**src/hw/rtl/whmtf_pkg.sv**
```systemverilog
package whmtf_pkg;

    localparam int MAX_WINDOWS_DEF = 16;
    localparam int COORD_BITS_DEF  = 16;
    localparam int LABEL_W         = 16;
    localparam int CMD_W           = 2;
    localparam int IN_COORD_W      = 16;

    // input command codes
    localparam logic [CMD_W-1:0] CMD_LOAD  = 2'd0;
    localparam logic [CMD_W-1:0] CMD_CLICK = 2'd1;
    localparam logic [CMD_W-1:0] CMD_READ  = 2'd2;

    // result kinds
    localparam logic RK_CLICK = 1'b0;
    localparam logic RK_ENTRY = 1'b1;

    // controller -> datapath
    typedef struct packed {
        logic accept;      // input transaction taken
        logic load_we;     // append window
        logic clear_d;     // depth pointer to top
        logic inc_d;       // next depth
        logic fetch;       // read window RAMs at slot of current depth
        logic out_hit;     // load click answer, hit
        logic out_miss;    // load click answer, miss
        logic out_entry;   // load stacking order entry
        logic move_front;  // move slot at current depth to the top
    } dp_cmd_t;

    // datapath -> controller
    typedef struct packed {
        logic cmd_load;
        logic cmd_click;
        logic cmd_read;
        logic empty;
        logic full;
        logic hit;
        logic d_last;
        logic mode_read;
    } dp_status_t;

endpackage

```
**src/hw/rtl/window_hit_move_to_front_top.sv**
```systemverilog
// Window stack with hit test and move-to-front. Up to MAX_WINDOWS labeled
// rectangles are kept in a stacking order, top first. A load transaction
// (command 0) appends a window at the bottom and gives no
// result; loads past capacity and command 3 are dropped. A click (command 1)
// scans from the top for the first rectangle holding the point (all edges
// inclusive, coordinates cut to COORD_BITS), moves that window to the top and
// returns one result with hit and label; a miss returns hit 0, label 0. A
// read (command 2) returns one result per window, top to bottom, with last
// on the bottom entry; nothing when empty. One transaction is handled at a
// time: s_ready is high only while idle. A click passes from the accepting
// idle state through a fetch and a check state per window examined to the
// output state (straight there when empty); a read passes through fetch,
// check and output once per entry, waiting in output while m_ready is low.
// This follows from the registered reads of the rectangle and label RAMs,
// one window per fetch-and-compare pair, and the one-entry output register.
module window_hit_move_to_front_top #(
    parameter int MAX_WINDOWS = whmtf_pkg::MAX_WINDOWS_DEF,
    parameter int COORD_BITS  = whmtf_pkg::COORD_BITS_DEF
) (
    input  logic                             aclk,
    input  logic                             aresetn,
    // input transactions
    input  logic                             s_valid,
    output logic                             s_ready,
    input  logic [whmtf_pkg::CMD_W-1:0]      s_command,
    input  logic [whmtf_pkg::LABEL_W-1:0]    s_window_label,
    input  logic [whmtf_pkg::IN_COORD_W-1:0] s_left_x,
    input  logic [whmtf_pkg::IN_COORD_W-1:0] s_right_x,
    input  logic [whmtf_pkg::IN_COORD_W-1:0] s_bottom_y,
    input  logic [whmtf_pkg::IN_COORD_W-1:0] s_top_y,
    input  logic [whmtf_pkg::IN_COORD_W-1:0] s_point_x,
    input  logic [whmtf_pkg::IN_COORD_W-1:0] s_point_y,
    // result transactions
    output logic                             m_valid,
    input  logic                             m_ready,
    output logic                             m_result_kind,
    output logic                             m_hit,
    output logic [whmtf_pkg::LABEL_W-1:0]    m_label_out,
    output logic                             m_last
);

    whmtf_pkg::dp_cmd_t    cmd;
    whmtf_pkg::dp_status_t status;

    // sequencer: idle / fetch / check / output
    whmtf_ctrl u_ctrl (
        .aclk    (aclk),
        .aresetn (aresetn),
        .s_valid (s_valid),
        .s_ready (s_ready),
        .m_valid (m_valid),
        .m_ready (m_ready),
        .status  (status),
        .cmd     (cmd)
    );

    // window RAMs, stacking order registers, compare and result register
    whmtf_dp #(
        .MAX_WINDOWS (MAX_WINDOWS),
        .COORD_BITS  (COORD_BITS)
    ) u_dp (
        .aclk           (aclk),
        .aresetn        (aresetn),
        .cmd            (cmd),
        .status         (status),
        .s_command      (s_command),
        .s_window_label (s_window_label),
        .s_left_x       (s_left_x),
        .s_right_x      (s_right_x),
        .s_bottom_y     (s_bottom_y),
        .s_top_y        (s_top_y),
        .s_point_x      (s_point_x),
        .s_point_y      (s_point_y),
        .m_result_kind  (m_result_kind),
        .m_hit          (m_hit),
        .m_label_out    (m_label_out),
        .m_last         (m_last)
    );

`ifndef SYNTHESIS
    // never take a new transaction while a result is pending
    a_no_overlap: assert property (@(posedge aclk) disable iff (!aresetn)
        !(s_ready && m_valid))
        else $error("input taken while result pending");

    // click answers are single-result runs
    a_click_last: assert property (@(posedge aclk) disable iff (!aresetn)
        (m_valid && (m_result_kind == whmtf_pkg::RK_CLICK)) |-> m_last)
        else $error("click answer without last");

    // stacking order entries never carry a hit flag
    a_entry_nohit: assert property (@(posedge aclk) disable iff (!aresetn)
        (m_valid && m_hit) |-> (m_result_kind == whmtf_pkg::RK_CLICK))
        else $error("hit flag on order entry");

    // a hit search moves the window to the top and shows its hit result in the next cycle
    a_move_then_out: assert property (@(posedge aclk) disable iff (!aresetn)
        cmd.move_front |=> (m_valid && m_hit))
        else $error("move-to-front without hit result");
`endif

endmodule

```
**src/hw/rtl/whmtf_ram.sv**
```systemverilog
module whmtf_ram #(
    parameter int WIDTH = 16,
    parameter int DEPTH = 16
) (
    input  logic                                       aclk,
    input  logic                                       we,
    input  logic [((DEPTH > 1) ? $clog2(DEPTH) : 1)-1:0] waddr,
    input  logic [WIDTH-1:0]                           wdata,
    input  logic                                       re,
    input  logic [((DEPTH > 1) ? $clog2(DEPTH) : 1)-1:0] raddr,
    output logic [WIDTH-1:0]                           rdata
);

    logic [WIDTH-1:0] mem [DEPTH];
    logic [WIDTH-1:0] rdata_reg;

    always_ff @(posedge aclk) begin
        if (we) begin
            mem[waddr] <= wdata;
        end
        if (re) begin
            rdata_reg <= mem[raddr];
        end
    end

    assign rdata = rdata_reg;

endmodule

```
**src/hw/rtl/whmtf_ctrl.sv**
```systemverilog
module whmtf_ctrl (
    input  logic                   aclk,
    input  logic                   aresetn,
    input  logic                   s_valid,
    output logic                   s_ready,
    output logic                   m_valid,
    input  logic                   m_ready,
    input  whmtf_pkg::dp_status_t  status,
    output whmtf_pkg::dp_cmd_t     cmd
);

    typedef enum logic [3:0] {
        ST_IDLE  = 4'b0001,
        ST_FETCH = 4'b0010,
        ST_CHECK = 4'b0100,
        ST_OUT   = 4'b1000
    } state_t;

    state_t state_reg, state_next;

    always_ff @(posedge aclk) begin
        if (!aresetn) begin
            state_reg <= ST_IDLE;
        end else begin
            state_reg <= state_next;
        end
    end

    assign s_ready = (state_reg == ST_IDLE);
    assign m_valid = (state_reg == ST_OUT);

    always_comb begin
        cmd        = '0;
        state_next = state_reg;
        case (state_reg)
            ST_IDLE: begin
                if (s_valid) begin
                    cmd.accept  = 1'b1;
                    cmd.clear_d = 1'b1;
                    if (status.cmd_load && !status.full) begin
                        cmd.load_we = 1'b1;
                    end
                    if (status.cmd_click) begin
                        if (status.empty) begin
                            cmd.out_miss = 1'b1;
                            state_next   = ST_OUT;
                        end else begin
                            state_next = ST_FETCH;
                        end
                    end
                    if (status.cmd_read && !status.empty) begin
                        state_next = ST_FETCH;
                    end
                end
            end
            ST_FETCH: begin
                cmd.fetch  = 1'b1;
                state_next = ST_CHECK;
            end
            ST_CHECK: begin
                if (status.mode_read) begin
                    cmd.out_entry = 1'b1;
                    state_next    = ST_OUT;
                end else if (status.hit) begin
                    cmd.out_hit    = 1'b1;
                    cmd.move_front = 1'b1;
                    state_next     = ST_OUT;
                end else if (status.d_last) begin
                    cmd.out_miss = 1'b1;
                    state_next   = ST_OUT;
                end else begin
                    cmd.inc_d  = 1'b1;
                    state_next = ST_FETCH;
                end
            end
            ST_OUT: begin
                if (m_ready) begin
                    if (status.mode_read && !status.d_last) begin
                        cmd.inc_d  = 1'b1;
                        state_next = ST_FETCH;
                    end else begin
                        state_next = ST_IDLE;
                    end
                end
            end
            default: begin
                state_next = ST_IDLE;
            end
        endcase
    end

endmodule

```
**src/hw/rtl/whmtf_dp.sv**
```systemverilog
module whmtf_dp #(
    parameter int MAX_WINDOWS = whmtf_pkg::MAX_WINDOWS_DEF,
    parameter int COORD_BITS  = whmtf_pkg::COORD_BITS_DEF
) (
    input  logic                                aclk,
    input  logic                                aresetn,
    input  whmtf_pkg::dp_cmd_t                  cmd,
    output whmtf_pkg::dp_status_t               status,
    input  logic [whmtf_pkg::CMD_W-1:0]         s_command,
    input  logic [whmtf_pkg::LABEL_W-1:0]       s_window_label,
    input  logic [whmtf_pkg::IN_COORD_W-1:0]    s_left_x,
    input  logic [whmtf_pkg::IN_COORD_W-1:0]    s_right_x,
    input  logic [whmtf_pkg::IN_COORD_W-1:0]    s_bottom_y,
    input  logic [whmtf_pkg::IN_COORD_W-1:0]    s_top_y,
    input  logic [whmtf_pkg::IN_COORD_W-1:0]    s_point_x,
    input  logic [whmtf_pkg::IN_COORD_W-1:0]    s_point_y,
    output logic                                m_result_kind,
    output logic                                m_hit,
    output logic [whmtf_pkg::LABEL_W-1:0]       m_label_out,
    output logic                                m_last
);

    localparam int SLOT_W  = (MAX_WINDOWS > 1) ? $clog2(MAX_WINDOWS) : 1;
    localparam int COUNT_W = $clog2(MAX_WINDOWS + 1);
    localparam int RECT_W  = 4 * COORD_BITS;

    // keep low COORD_BITS of a 16-bit port, zero-extend when wider
    function automatic logic [COORD_BITS-1:0] to_coord(
        input logic [whmtf_pkg::IN_COORD_W-1:0] v
    );
        logic [31:0] w;
        w = {16'd0, v};
        return w[COORD_BITS-1:0];
    endfunction

    logic [COUNT_W-1:0]            count_reg, count_next;
    logic [SLOT_W-1:0]             d_reg, d_next;
    logic                          mode_read_reg;
    logic [COORD_BITS-1:0]         px_reg, py_reg;
    logic [SLOT_W-1:0]             order_reg [MAX_WINDOWS];
    logic [SLOT_W-1:0]             order_next [MAX_WINDOWS];
    logic                          kind_reg, hit_reg, last_reg;
    logic [whmtf_pkg::LABEL_W-1:0] label_reg;

    logic [SLOT_W-1:0]             wslot;
    logic [SLOT_W-1:0]             rslot;
    logic [RECT_W-1:0]             rect_wdata, rect_rdata;
    logic [whmtf_pkg::LABEL_W-1:0] label_rdata;
    logic [COORD_BITS-1:0]         r_left, r_right, r_bottom, r_top;
    logic                          hit;
    logic                          d_last;

    assign wslot = count_reg[SLOT_W-1:0];
    assign rslot = order_reg[d_reg];

    assign rect_wdata = {to_coord(s_top_y), to_coord(s_bottom_y),
                         to_coord(s_right_x), to_coord(s_left_x)};

    whmtf_ram #(.WIDTH(RECT_W), .DEPTH(MAX_WINDOWS)) u_rect_ram (
        .aclk  (aclk),
        .we    (cmd.load_we),
        .waddr (wslot),
        .wdata (rect_wdata),
        .re    (cmd.fetch),
        .raddr (rslot),
        .rdata (rect_rdata)
    );

    whmtf_ram #(.WIDTH(whmtf_pkg::LABEL_W), .DEPTH(MAX_WINDOWS)) u_label_ram (
        .aclk  (aclk),
        .we    (cmd.load_we),
        .waddr (wslot),
        .wdata (s_window_label),
        .re    (cmd.fetch),
        .raddr (rslot),
        .rdata (label_rdata)
    );

    assign r_left   = rect_rdata[COORD_BITS-1:0];
    assign r_right  = rect_rdata[2*COORD_BITS-1:COORD_BITS];
    assign r_bottom = rect_rdata[3*COORD_BITS-1:2*COORD_BITS];
    assign r_top    = rect_rdata[4*COORD_BITS-1:3*COORD_BITS];

    assign hit = (px_reg >= r_left) && (px_reg <= r_right) &&
                 (py_reg >= r_bottom) && (py_reg <= r_top);

    assign d_last = ((COUNT_W'(d_reg) + COUNT_W'(1)) == count_reg);

    always_comb begin
        count_next = count_reg;
        if (cmd.load_we) begin
            count_next = count_reg + COUNT_W'(1);
        end
    end

    always_comb begin
        d_next = d_reg;
        if (cmd.clear_d) begin
            d_next = '0;
        end else if (cmd.inc_d) begin
            d_next = d_reg + SLOT_W'(1);
        end
    end

    // stacking order: append on load, shift-down-and-insert on hit
    always_comb begin
        for (int i = 0; i < MAX_WINDOWS; i++) begin
            order_next[i] = order_reg[i];
        end
        if (cmd.load_we) begin
            order_next[wslot] = wslot;
        end
        if (cmd.move_front) begin
            for (int i = 1; i < MAX_WINDOWS; i++) begin
                if (SLOT_W'(i) <= d_reg) begin
                    order_next[i] = order_reg[i-1];
                end
            end
            order_next[0] = rslot;
        end
    end

    always_ff @(posedge aclk) begin
        if (!aresetn) begin
            count_reg     <= '0;
            d_reg         <= '0;
            mode_read_reg <= 1'b0;
            for (int i = 0; i < MAX_WINDOWS; i++) begin
                order_reg[i] <= SLOT_W'(i);
            end
        end else begin
            count_reg <= count_next;
            d_reg     <= d_next;
            for (int i = 0; i < MAX_WINDOWS; i++) begin
                order_reg[i] <= order_next[i];
            end
            if (cmd.accept) begin
                mode_read_reg <= (s_command == whmtf_pkg::CMD_READ);
            end
        end
    end

    always_ff @(posedge aclk) begin
        if (cmd.accept) begin
            px_reg <= to_coord(s_point_x);
            py_reg <= to_coord(s_point_y);
        end
        if (cmd.out_hit) begin
            kind_reg  <= whmtf_pkg::RK_CLICK;
            hit_reg   <= 1'b1;
            label_reg <= label_rdata;
            last_reg  <= 1'b1;
        end else if (cmd.out_miss) begin
            kind_reg  <= whmtf_pkg::RK_CLICK;
            hit_reg   <= 1'b0;
            label_reg <= '0;
            last_reg  <= 1'b1;
        end else if (cmd.out_entry) begin
            kind_reg  <= whmtf_pkg::RK_ENTRY;
            hit_reg   <= 1'b0;
            label_reg <= label_rdata;
            last_reg  <= d_last;
        end
    end

    assign status.cmd_load  = (s_command == whmtf_pkg::CMD_LOAD);
    assign status.cmd_click = (s_command == whmtf_pkg::CMD_CLICK);
    assign status.cmd_read  = (s_command == whmtf_pkg::CMD_READ);
    assign status.empty     = (count_reg == '0);
    assign status.full      = (count_reg == COUNT_W'(MAX_WINDOWS));
    assign status.hit       = hit;
    assign status.d_last    = d_last;
    assign status.mode_read = mode_read_reg;

    assign m_result_kind = kind_reg;
    assign m_hit         = hit_reg;
    assign m_label_out   = label_reg;
    assign m_last        = last_reg;

endmodule
```
**config.mk**
```make
export PLATFORM = sky130hd
export DESIGN_NAME = window_hit_move_to_front_top
export DESIGN_NICKNAME = d
export VERILOG_FILES = /design/src/hw/rtl/whmtf_pkg.sv /design/src/hw/rtl/window_hit_move_to_front_top.sv /design/src/hw/rtl/whmtf_ram.sv /design/src/hw/rtl/whmtf_ctrl.sv /design/src/hw/rtl/whmtf_dp.sv
export SDC_FILE = /design/constraint.sdc
export NUM_CORES = 2
export LEC_CHECK = 0
export BUFFER_PORTS_ARGS = -buffer_cell sky130_fd_sc_hd__buf_4
export CAP_MARGIN = 10
export CORE_MARGIN = 2
export CORE_UTILIZATION = 56
export CTS_BUF_LIST = sky130_fd_sc_hd__clkbuf_16
export CTS_CLUSTER_DIAMETER = 50
export DETAILED_ROUTE_END_ITERATION = 8
export MAX_ROUTING_LAYER = met4
export PLACE_DENSITY = 0.78
export SLEW_MARGIN = 25
export SYNTH_ARGS = -nofsm -noshare
export SYNTH_HDL_FRONTEND = slang
export SYNTH_SLANG_ARGS = --single-unit
```
**constraint.sdc**
```tcl
create_clock -name aclk -period 6.83 [get_ports aclk]
set_clock_uncertainty 0.05 [all_clocks]
set_input_delay 0.3415 -clock aclk [delete_from_list [all_inputs] [get_ports aclk]]
set_output_delay 0.3415 -clock aclk [all_outputs]
set_load 0.005 [all_outputs]
```
== Word level (Yosys, flattened, before mapping) ==
Memories as Yosys holds them, arrays and structs flattened. A register that Yosys moved wholly into a read port is not among the register bits.
Index checks and enable logic that the tools add are counted.

* Flip-flop bits (word level): 65
* Bits in writable memories: 1,344
* Bits of input ports: 118
* Output and inout port bits: 21
* Logic and storage cells: 162
* Memories: 3

* Add/subtract/negate cells: 3
* Magnitude comparators: 21
* Equal/unequal tests: 11
* Multiplexer cells: 79
* Bitwise gates (word level): 18
* Reduce and logical (&&, ||, !) cells: 17

{| class="wikitable"
|+ Memory list
! memory !! depth !! width !! read ports !! clocked after memory_dff !! wr ports !! line !! source
|-
| u_dp.u_rect_ram.mem || 16 || 64 || 1 || 1 || 1 || whmtf_ram.sv:14 || <nowiki>logic [WIDTH-1:0] mem [DEPTH];</nowiki>
|-
| u_dp.u_label_ram.mem || 16 || 16 || 1 || 1 || 1 || whmtf_ram.sv:14 ||
|-
| u_dp.order_reg || 16 || 4 || 17 || 1 || 16 || whmtf_dp.sv:40 || <nowiki>logic [SLOT_W-1:0] order_reg [MAX_WINDOWS];</nowiki>
|}

{| class="wikitable"
|+ Operators by type and width
! kind !! number
|-
| two-way mux 4 bit || 42
|-
| two-way mux 64 bit || 2
|-
| bitwise mux 64 bit || 1
|-
| two-way mux 16 bit || 3
|-
| >= comparator 16 bit || 2
|-
| <= comparator 16 bit || 2
|-
| <= comparator 4 bit (first input constant) || 8
|-
| two-way mux 1 bit || 22
|-
| demux 4 bit (select 4 bit) || 1
|-
| <= comparator 3 x 4 -> 1 bit (first input constant) || 4
|-
| bitwise OR 1 bit || 16
|-
| one-hot mux 4 bit (4 select lines) || 1
|-
| <= comparator 2 x 4 -> 1 bit (first input constant) || 2
|-
| logical AND 1 bit || 7
|-
| two-way mux 2 bit || 3
|-
| two-way mux 3 bit || 2
|-
| adder 4 x 1 -> 5 bit (second input constant) || 1
|-
| adder 5 x 1 -> 5 bit (second input constant) || 1
|-
| equality test 5 bit || 1
|-
| equality test 5 bit (second input constant) || 1
|-
| >= comparator 5 bit (second input constant) || 1
|-
| logical NOT 5 bit || 1
|-
| < comparator 5 x 1 -> 1 bit (second input constant) || 1
|-
| inverter 4 -> 5 bit || 1
|-
| 19 further kinds || 23
|}

== Depth between registers and ports, before layout ==
* Depth in word-level cells: 10
* Gate-level depth with buffers: 12
* Mapped depth without buffers: 10

== Modules after synthesis ==
Synthesis repeated with hierarchy kept, for this count alone.

* Cells, all modules: 2,854
* Area, all modules: 58,011.9 um2

{| class="wikitable"
|+ By module, submodules not included
! module !! times used !! cells each !! area each (um2) !! sequential area each (um2)
|-
| whmtf_ram (u_dp.u_rect_ram) || 1 || 1,647 || 40,222.3 || 32,671.3
|-
| whmtf_ram (u_dp.u_label_ram) || 1 || 432 || 10,202.3 || 8,167.8
|-
| whmtf_dp || 1 || 731 || 7,249.5 || 3,062.9
|-
| whmtf_ctrl || 1 || 44 || 337.8 || 80.1
|}

== Worst setup path before layout ==
OpenSTA, ideal clock, no wires.

* Kind: reg-to-reg
* Start point: register u_ctrl.state_reg[2]
* End point: register u_dp.u_label_ram.rdata_reg[0] (netlist: u_dp.u_label_ram.rdata[0]), read port of u_dp.u_label_ram.mem (enable)
* Library setup time: 0.617 ns
* Arrival: 5.945 ns
* Data required time: 6.163 ns
* Path slack: 0.218 ns
* Cell stages (with the launch flop): 3
* Buffers on the path: 0
* Period minus slack after synthesis: 6.612 ns
* Path through: dfxtp_1 -> nand2b_1 -> nor3_1

* Longest elaborated chain between the ends: 2

{| class="wikitable"
|+ RTL lines
! item !! line !! source
|-
| start, declared || whmtf_ctrl.sv:19 || <nowiki>state_t state_reg, state_next;</nowiki>
|-
| start signal, assigned || whmtf_ctrl.sv:25 || <nowiki>state_reg <= state_next;</nowiki>
|-
| equality test 4 x 2 -> 1 bit || whmtf_ctrl.sv:35 || <nowiki>case (state_reg)</nowiki>
|-
| two-way mux 1 bit || whmtf_ctrl.sv:35 ||
|-
| end, declared || whmtf_ram.sv:15 || <nowiki>logic [WIDTH-1:0] rdata_reg;</nowiki>
|}

Every way passes these cells.
A chain may end at the register's enable or synchronous reset.

== Final worst setup path ==
* Start point: register u_dp.count_reg[0]
* End point: memory u_dp.u_rect_ram.mem[1][5] in the netlist's numbering (enable)

* Longest elaborated chain between the ends: 8

{| class="wikitable"
|+ RTL lines
! item !! line !! source
|-
| start, declared || whmtf_dp.sv:36 || <nowiki>logic [COUNT_W-1:0] count_reg, count_next;</nowiki>
|-
| start signal, assigned || whmtf_dp.sv:132 || <nowiki>count_reg <= count_next;</nowiki>
|-
| equality test 5 bit || whmtf_dp.sv:170 || <nowiki>assign status.full = (count_reg == COUNT_W'(MAX_WINDOWS));</nowiki>
|-
| logical NOT 1 bit || whmtf_ctrl.sv:40 || <nowiki>if (status.cmd_load && !status.full) begin</nowiki>
|-
| logical AND 1 bit || whmtf_ctrl.sv:40 ||
|-
| two-way mux 1 bit || whmtf_ctrl.sv:40 ||
|-
| two-way mux 3 bit || whmtf_ctrl.sv:37 || <nowiki>if (s_valid) begin</nowiki>
|-
| two-way mux 3 bit || whmtf_ctrl.sv:35 ||
|-
| two-way mux 1 bit || whmtf_ram.sv:18 || <nowiki>if (we) begin</nowiki>
|-
| two-way mux 1 bit (not written as such) || whmtf_ram.sv:19 || <nowiki>mem[waddr] <= wdata;</nowiki>
|-
| end, declared || whmtf_ram.sv:14 ||
|}

Parallel ways exist; a longest one is shown, timed or not.

==> impl_metrics.yaml <==
worst_setup_path:
  crit_top_cell: "buf_4"
  worstSetupStartpoint: "u_dp.count_reg[0]"
  crit_family: "buffers and inverters"
  crit_path_end_kind: "flop"
  reg2reg_slack_ps: 2260
  rr_endpoint: "u_dp.u_rect_ram.mem[1][5]"
  worst-path-max-fanout: 41
  worst-path-buf-inv: 4
  cp-start-kind: "flop"
  critPathArrivalTime_ps: 4930
  cpMaxStageDelayCell: "inv_4"
  cpPeakStageDelay_ps: 810
  endpoint: "u_dp.u_rect_ram.mem[1][5]"
  r2r-start: "u_dp.count_reg[0]"
  crit_type: "flop to flop"
  r2r_cells: 8
  cp.depth: 8
  worstPathRequired_ps: 7180
  path_cells: "clkinv_1 > ha_1 > and3_1 > nor4_2 > buf_4 > nand3_1 > inv_4 > buf_4"
synth:
  synthAdderAreaFrac_pct: 1.52
  muxShareOfSynthArea_pct: 13.8
  ys.warnings.count: 0
  synth_cells: 2925
  synth_xor_area_share_pct: 0.150
  synth_edf_count: 1408
  synth_seq_cells: 1493
  yosysSeqAreaShare_pct: 75.4
  synth_nets: 3114
  ys.flop_type: "edfxtp_1"
  synth_top_family_by_area: "multiplexers"
  synthArstFlopShare_pct: 0
  yosysTopAreaCell: "edfxtp_1"
  synth_top_area_share_pct: 72.5
  synth_compound_area_share_pct: 2.77
  syn_area_um2: 58300
  netlist-cell-type-count: 65
  avgSynthCellArea_um2: 19.9
  synth.area.top_cells: "edfxtp_1 (72%), mux4_2 (13%), dfxtp_1 (2.9%)"
  synth-simple-area-share_pct: 4.43
placement:
  dp_slack_ps: 2290
  place_hpwl_mm: 71.7
  port-buffer-count: 138
  place_area_um2: 61000
  placed_cells: 4343
  place_congestion: 0.937
timing:
  fmax_ghz: 0.219
  worst_pin_slew_ps: 1100
  holdWs_ps: 110
  setup_viol: 0
  rsz0062_at_grt: "no"
  relSlewSlack_pct: 25.6
  slew_violations: 0
  fin_ws_ps: 2260
  min_period_ps: 4570
  hold_viol: 0
  post-route-period-util_pct: 67.0
  final.setup.tns_ps: 0
clocking:
  cts.repair.resized: 0
  cts_buffers: 145
  clk_pin_slew_ps: 60
  cts_max_path_buffers: 3
  post_cts_buffers: 0
  cts_tree: "done"
  htree_num_levels: 4
  holdBufCountCts: 117
  clkSinkCount: 1493
  cts_root_buf: "clkbuf_16"
  clock_latency_ps: 780
die:
  start_util_pct: 56.4
  die_x_um: 327
  dieHeight_um: 327
  core_area_um2: 103000
  die_area_um2: 107000
  ios: 139
  row_count: 118
detailed_routing:
  firstDrtPassIters: 5
  wl_per_cell_um: 30.1
  vias: 30800
  drt-vias-per-instance: 6.49
  antenna_left: 0
  drt_iter0_drc: 4227
  routed_wirelength_mm: 143
  remaining_drc_errors: 0
grt:
  grt_use_total_pct: 27.8
  top_usage_layer: "met2"
  grt_pass1_wl_mm: 209
  grt_overflow: 0
  antenna_found_initial: 15
  grt_pass1_vias: 31500
  grt_use_met1_pct: 36.9
  grt.met3_usage_pct: 5.25
  met2_usage_pct: 44.0
  grt_max_degree: 114
cells_and_area:
  final_area_um2: 66900
  drive_gt1_share_pct: 22.9
  layoutNonFillerInstCount: 4739
  area_delta_synth_final_pct: 14.6
  top_register: "u_dp.u_rect_ram.mem"
  reg.largest.list: "u_dp.u_rect_ram.mem (1024), u_dp.u_label_ram.mem (256)"
  largest_reg_flops: 1024
  nets: 3417
  fill_cells: 6459
  fin_util_pct: 64.7
power:
  p_per_area_nw_per_um2: 274
  power_mw: 18.3
  peakVddDrop_mv: 0.189
  p_leak_nw: 22.1
hold_path:
  min_path_type: "primary input to flop"
  min_from: "aresetn"
flow_run:
  cap_violations: 0
status:
  status: "finished clean"
## worst min-delay path by stage
stage,endpoint,cells after the start,slack [ps]
final,u_dp.order_reg[15][3],2,110
after global routing,u_dp.order_reg[12][2],2,100
after CTS,u_dp.order_reg[15][3],2,30
after detailed placement,u_dp.order_reg[3][3],2,420
after global placement,u_dp.order_reg[2][0],2,420
after floorplan,u_dp.px_reg[0],0,390
## worst register-to-register path, cell delays in order (launching register included)
cell and delay [ps]:
dfxtp_1 780, clkinv_1 590, ha_1 450, and3_1 200, nor4_2 120, buf_4 260, nand3_1 310, inv_4 810
buf_4 630
## layout by cell type, fill, tap and decap left out, types with 11 or more instances in the layout
master         Yosys  routed
a211oi_1          12      12
a21oi_1           42      42
a22oi_1           82      82
a31oi_1           16      16
and2_1            24      23
buf_12             0      18
buf_4             16     164
clkbuf_16          0     146
clkinv_1           2      33
clkinv_2           0      19
dfxtp_1           85      84
diode_2            0      14
dlygate4sd3_1      0     117
edfxtp_1        1408    1408
ha_1              71      71
inv_1             93     111
inv_4              0      11
mux2i_1           29      29
mux4_2           339     338
nand2_1          154     154
nand2b_1          93      92
nand3_1          120     120
nand4_1           18      18
nor2_1            39      35
nor3_1            14      12
o21ai_0           15      15
## routing by layer
layer,vias to the layer above,wire length (um)
met5,-,0
met4,0,4210
met3,263,14100
met2,2028,70900
met1,15900,53500
li1,12500,-
## cell families after synthesis
group	after synthesis
AO/OA/AOI/OAI	229
XOR/XNOR	10
adder cells (fa/ha/maj)	71
buffers and inverters	239
flip-flops	1493
multiplexers	377
AND/OR/NAND/NOR	506
## final cells by class
class,instances,area [um^2],share of cell area [%]
Antenna cell,14,35.0,0.0524
Clock buffer,146,3650,5.46
Clock inverter,118,997,1.49
Inverter,95,389,0.582
Multi-Input combinational cell,1193,13300,19.9
Sequential cell,1493,44000,65.8
Tap cell,1380,1730,2.58
Timing Repair Buffer,300,2790,4.17
## synthesized netlist by cell type (all sizes together), types with 4 or more instances
| library cell | count |
|---|---|
| buf | 73 |
| nor2b | 8 |
| and2 | 24 |
| edfxtp | 1408 |
| mux2i | 29 |
| xnor2 | 7 |
| a21o | 10 |
| ha | 71 |
| nand3 | 120 |
| a41oi | 6 |
| nand4 | 18 |
| and4b | 5 |
| a21oi | 42 |
| a211oi | 12 |
| dfxtp | 85 |
| clkbuf | 71 |
| nor2 | 40 |
| mux2 | 9 |
| a22oi | 82 |
| o31ai | 4 |
| o211a | 4 |
| o211ai | 6 |
| inv | 93 |
| or2 | 5 |
| nand2 | 154 |
| mux4 | 339 |
| o21ai | 18 |
| a311oi | 4 |
| nand2b | 93 |
| a31oi | 16 |
| nand3b | 4 |
| nor4 | 6 |
| nor4b | 5 |
| nor3 | 14 |
## report_power, final
group	internal, mW	switching (mW)
Sequential	10.0	0.0235
Clock	4.33	3.48
Combinational	0.177	0.274
No activity file was read; power rests on OpenSTA's default activity.
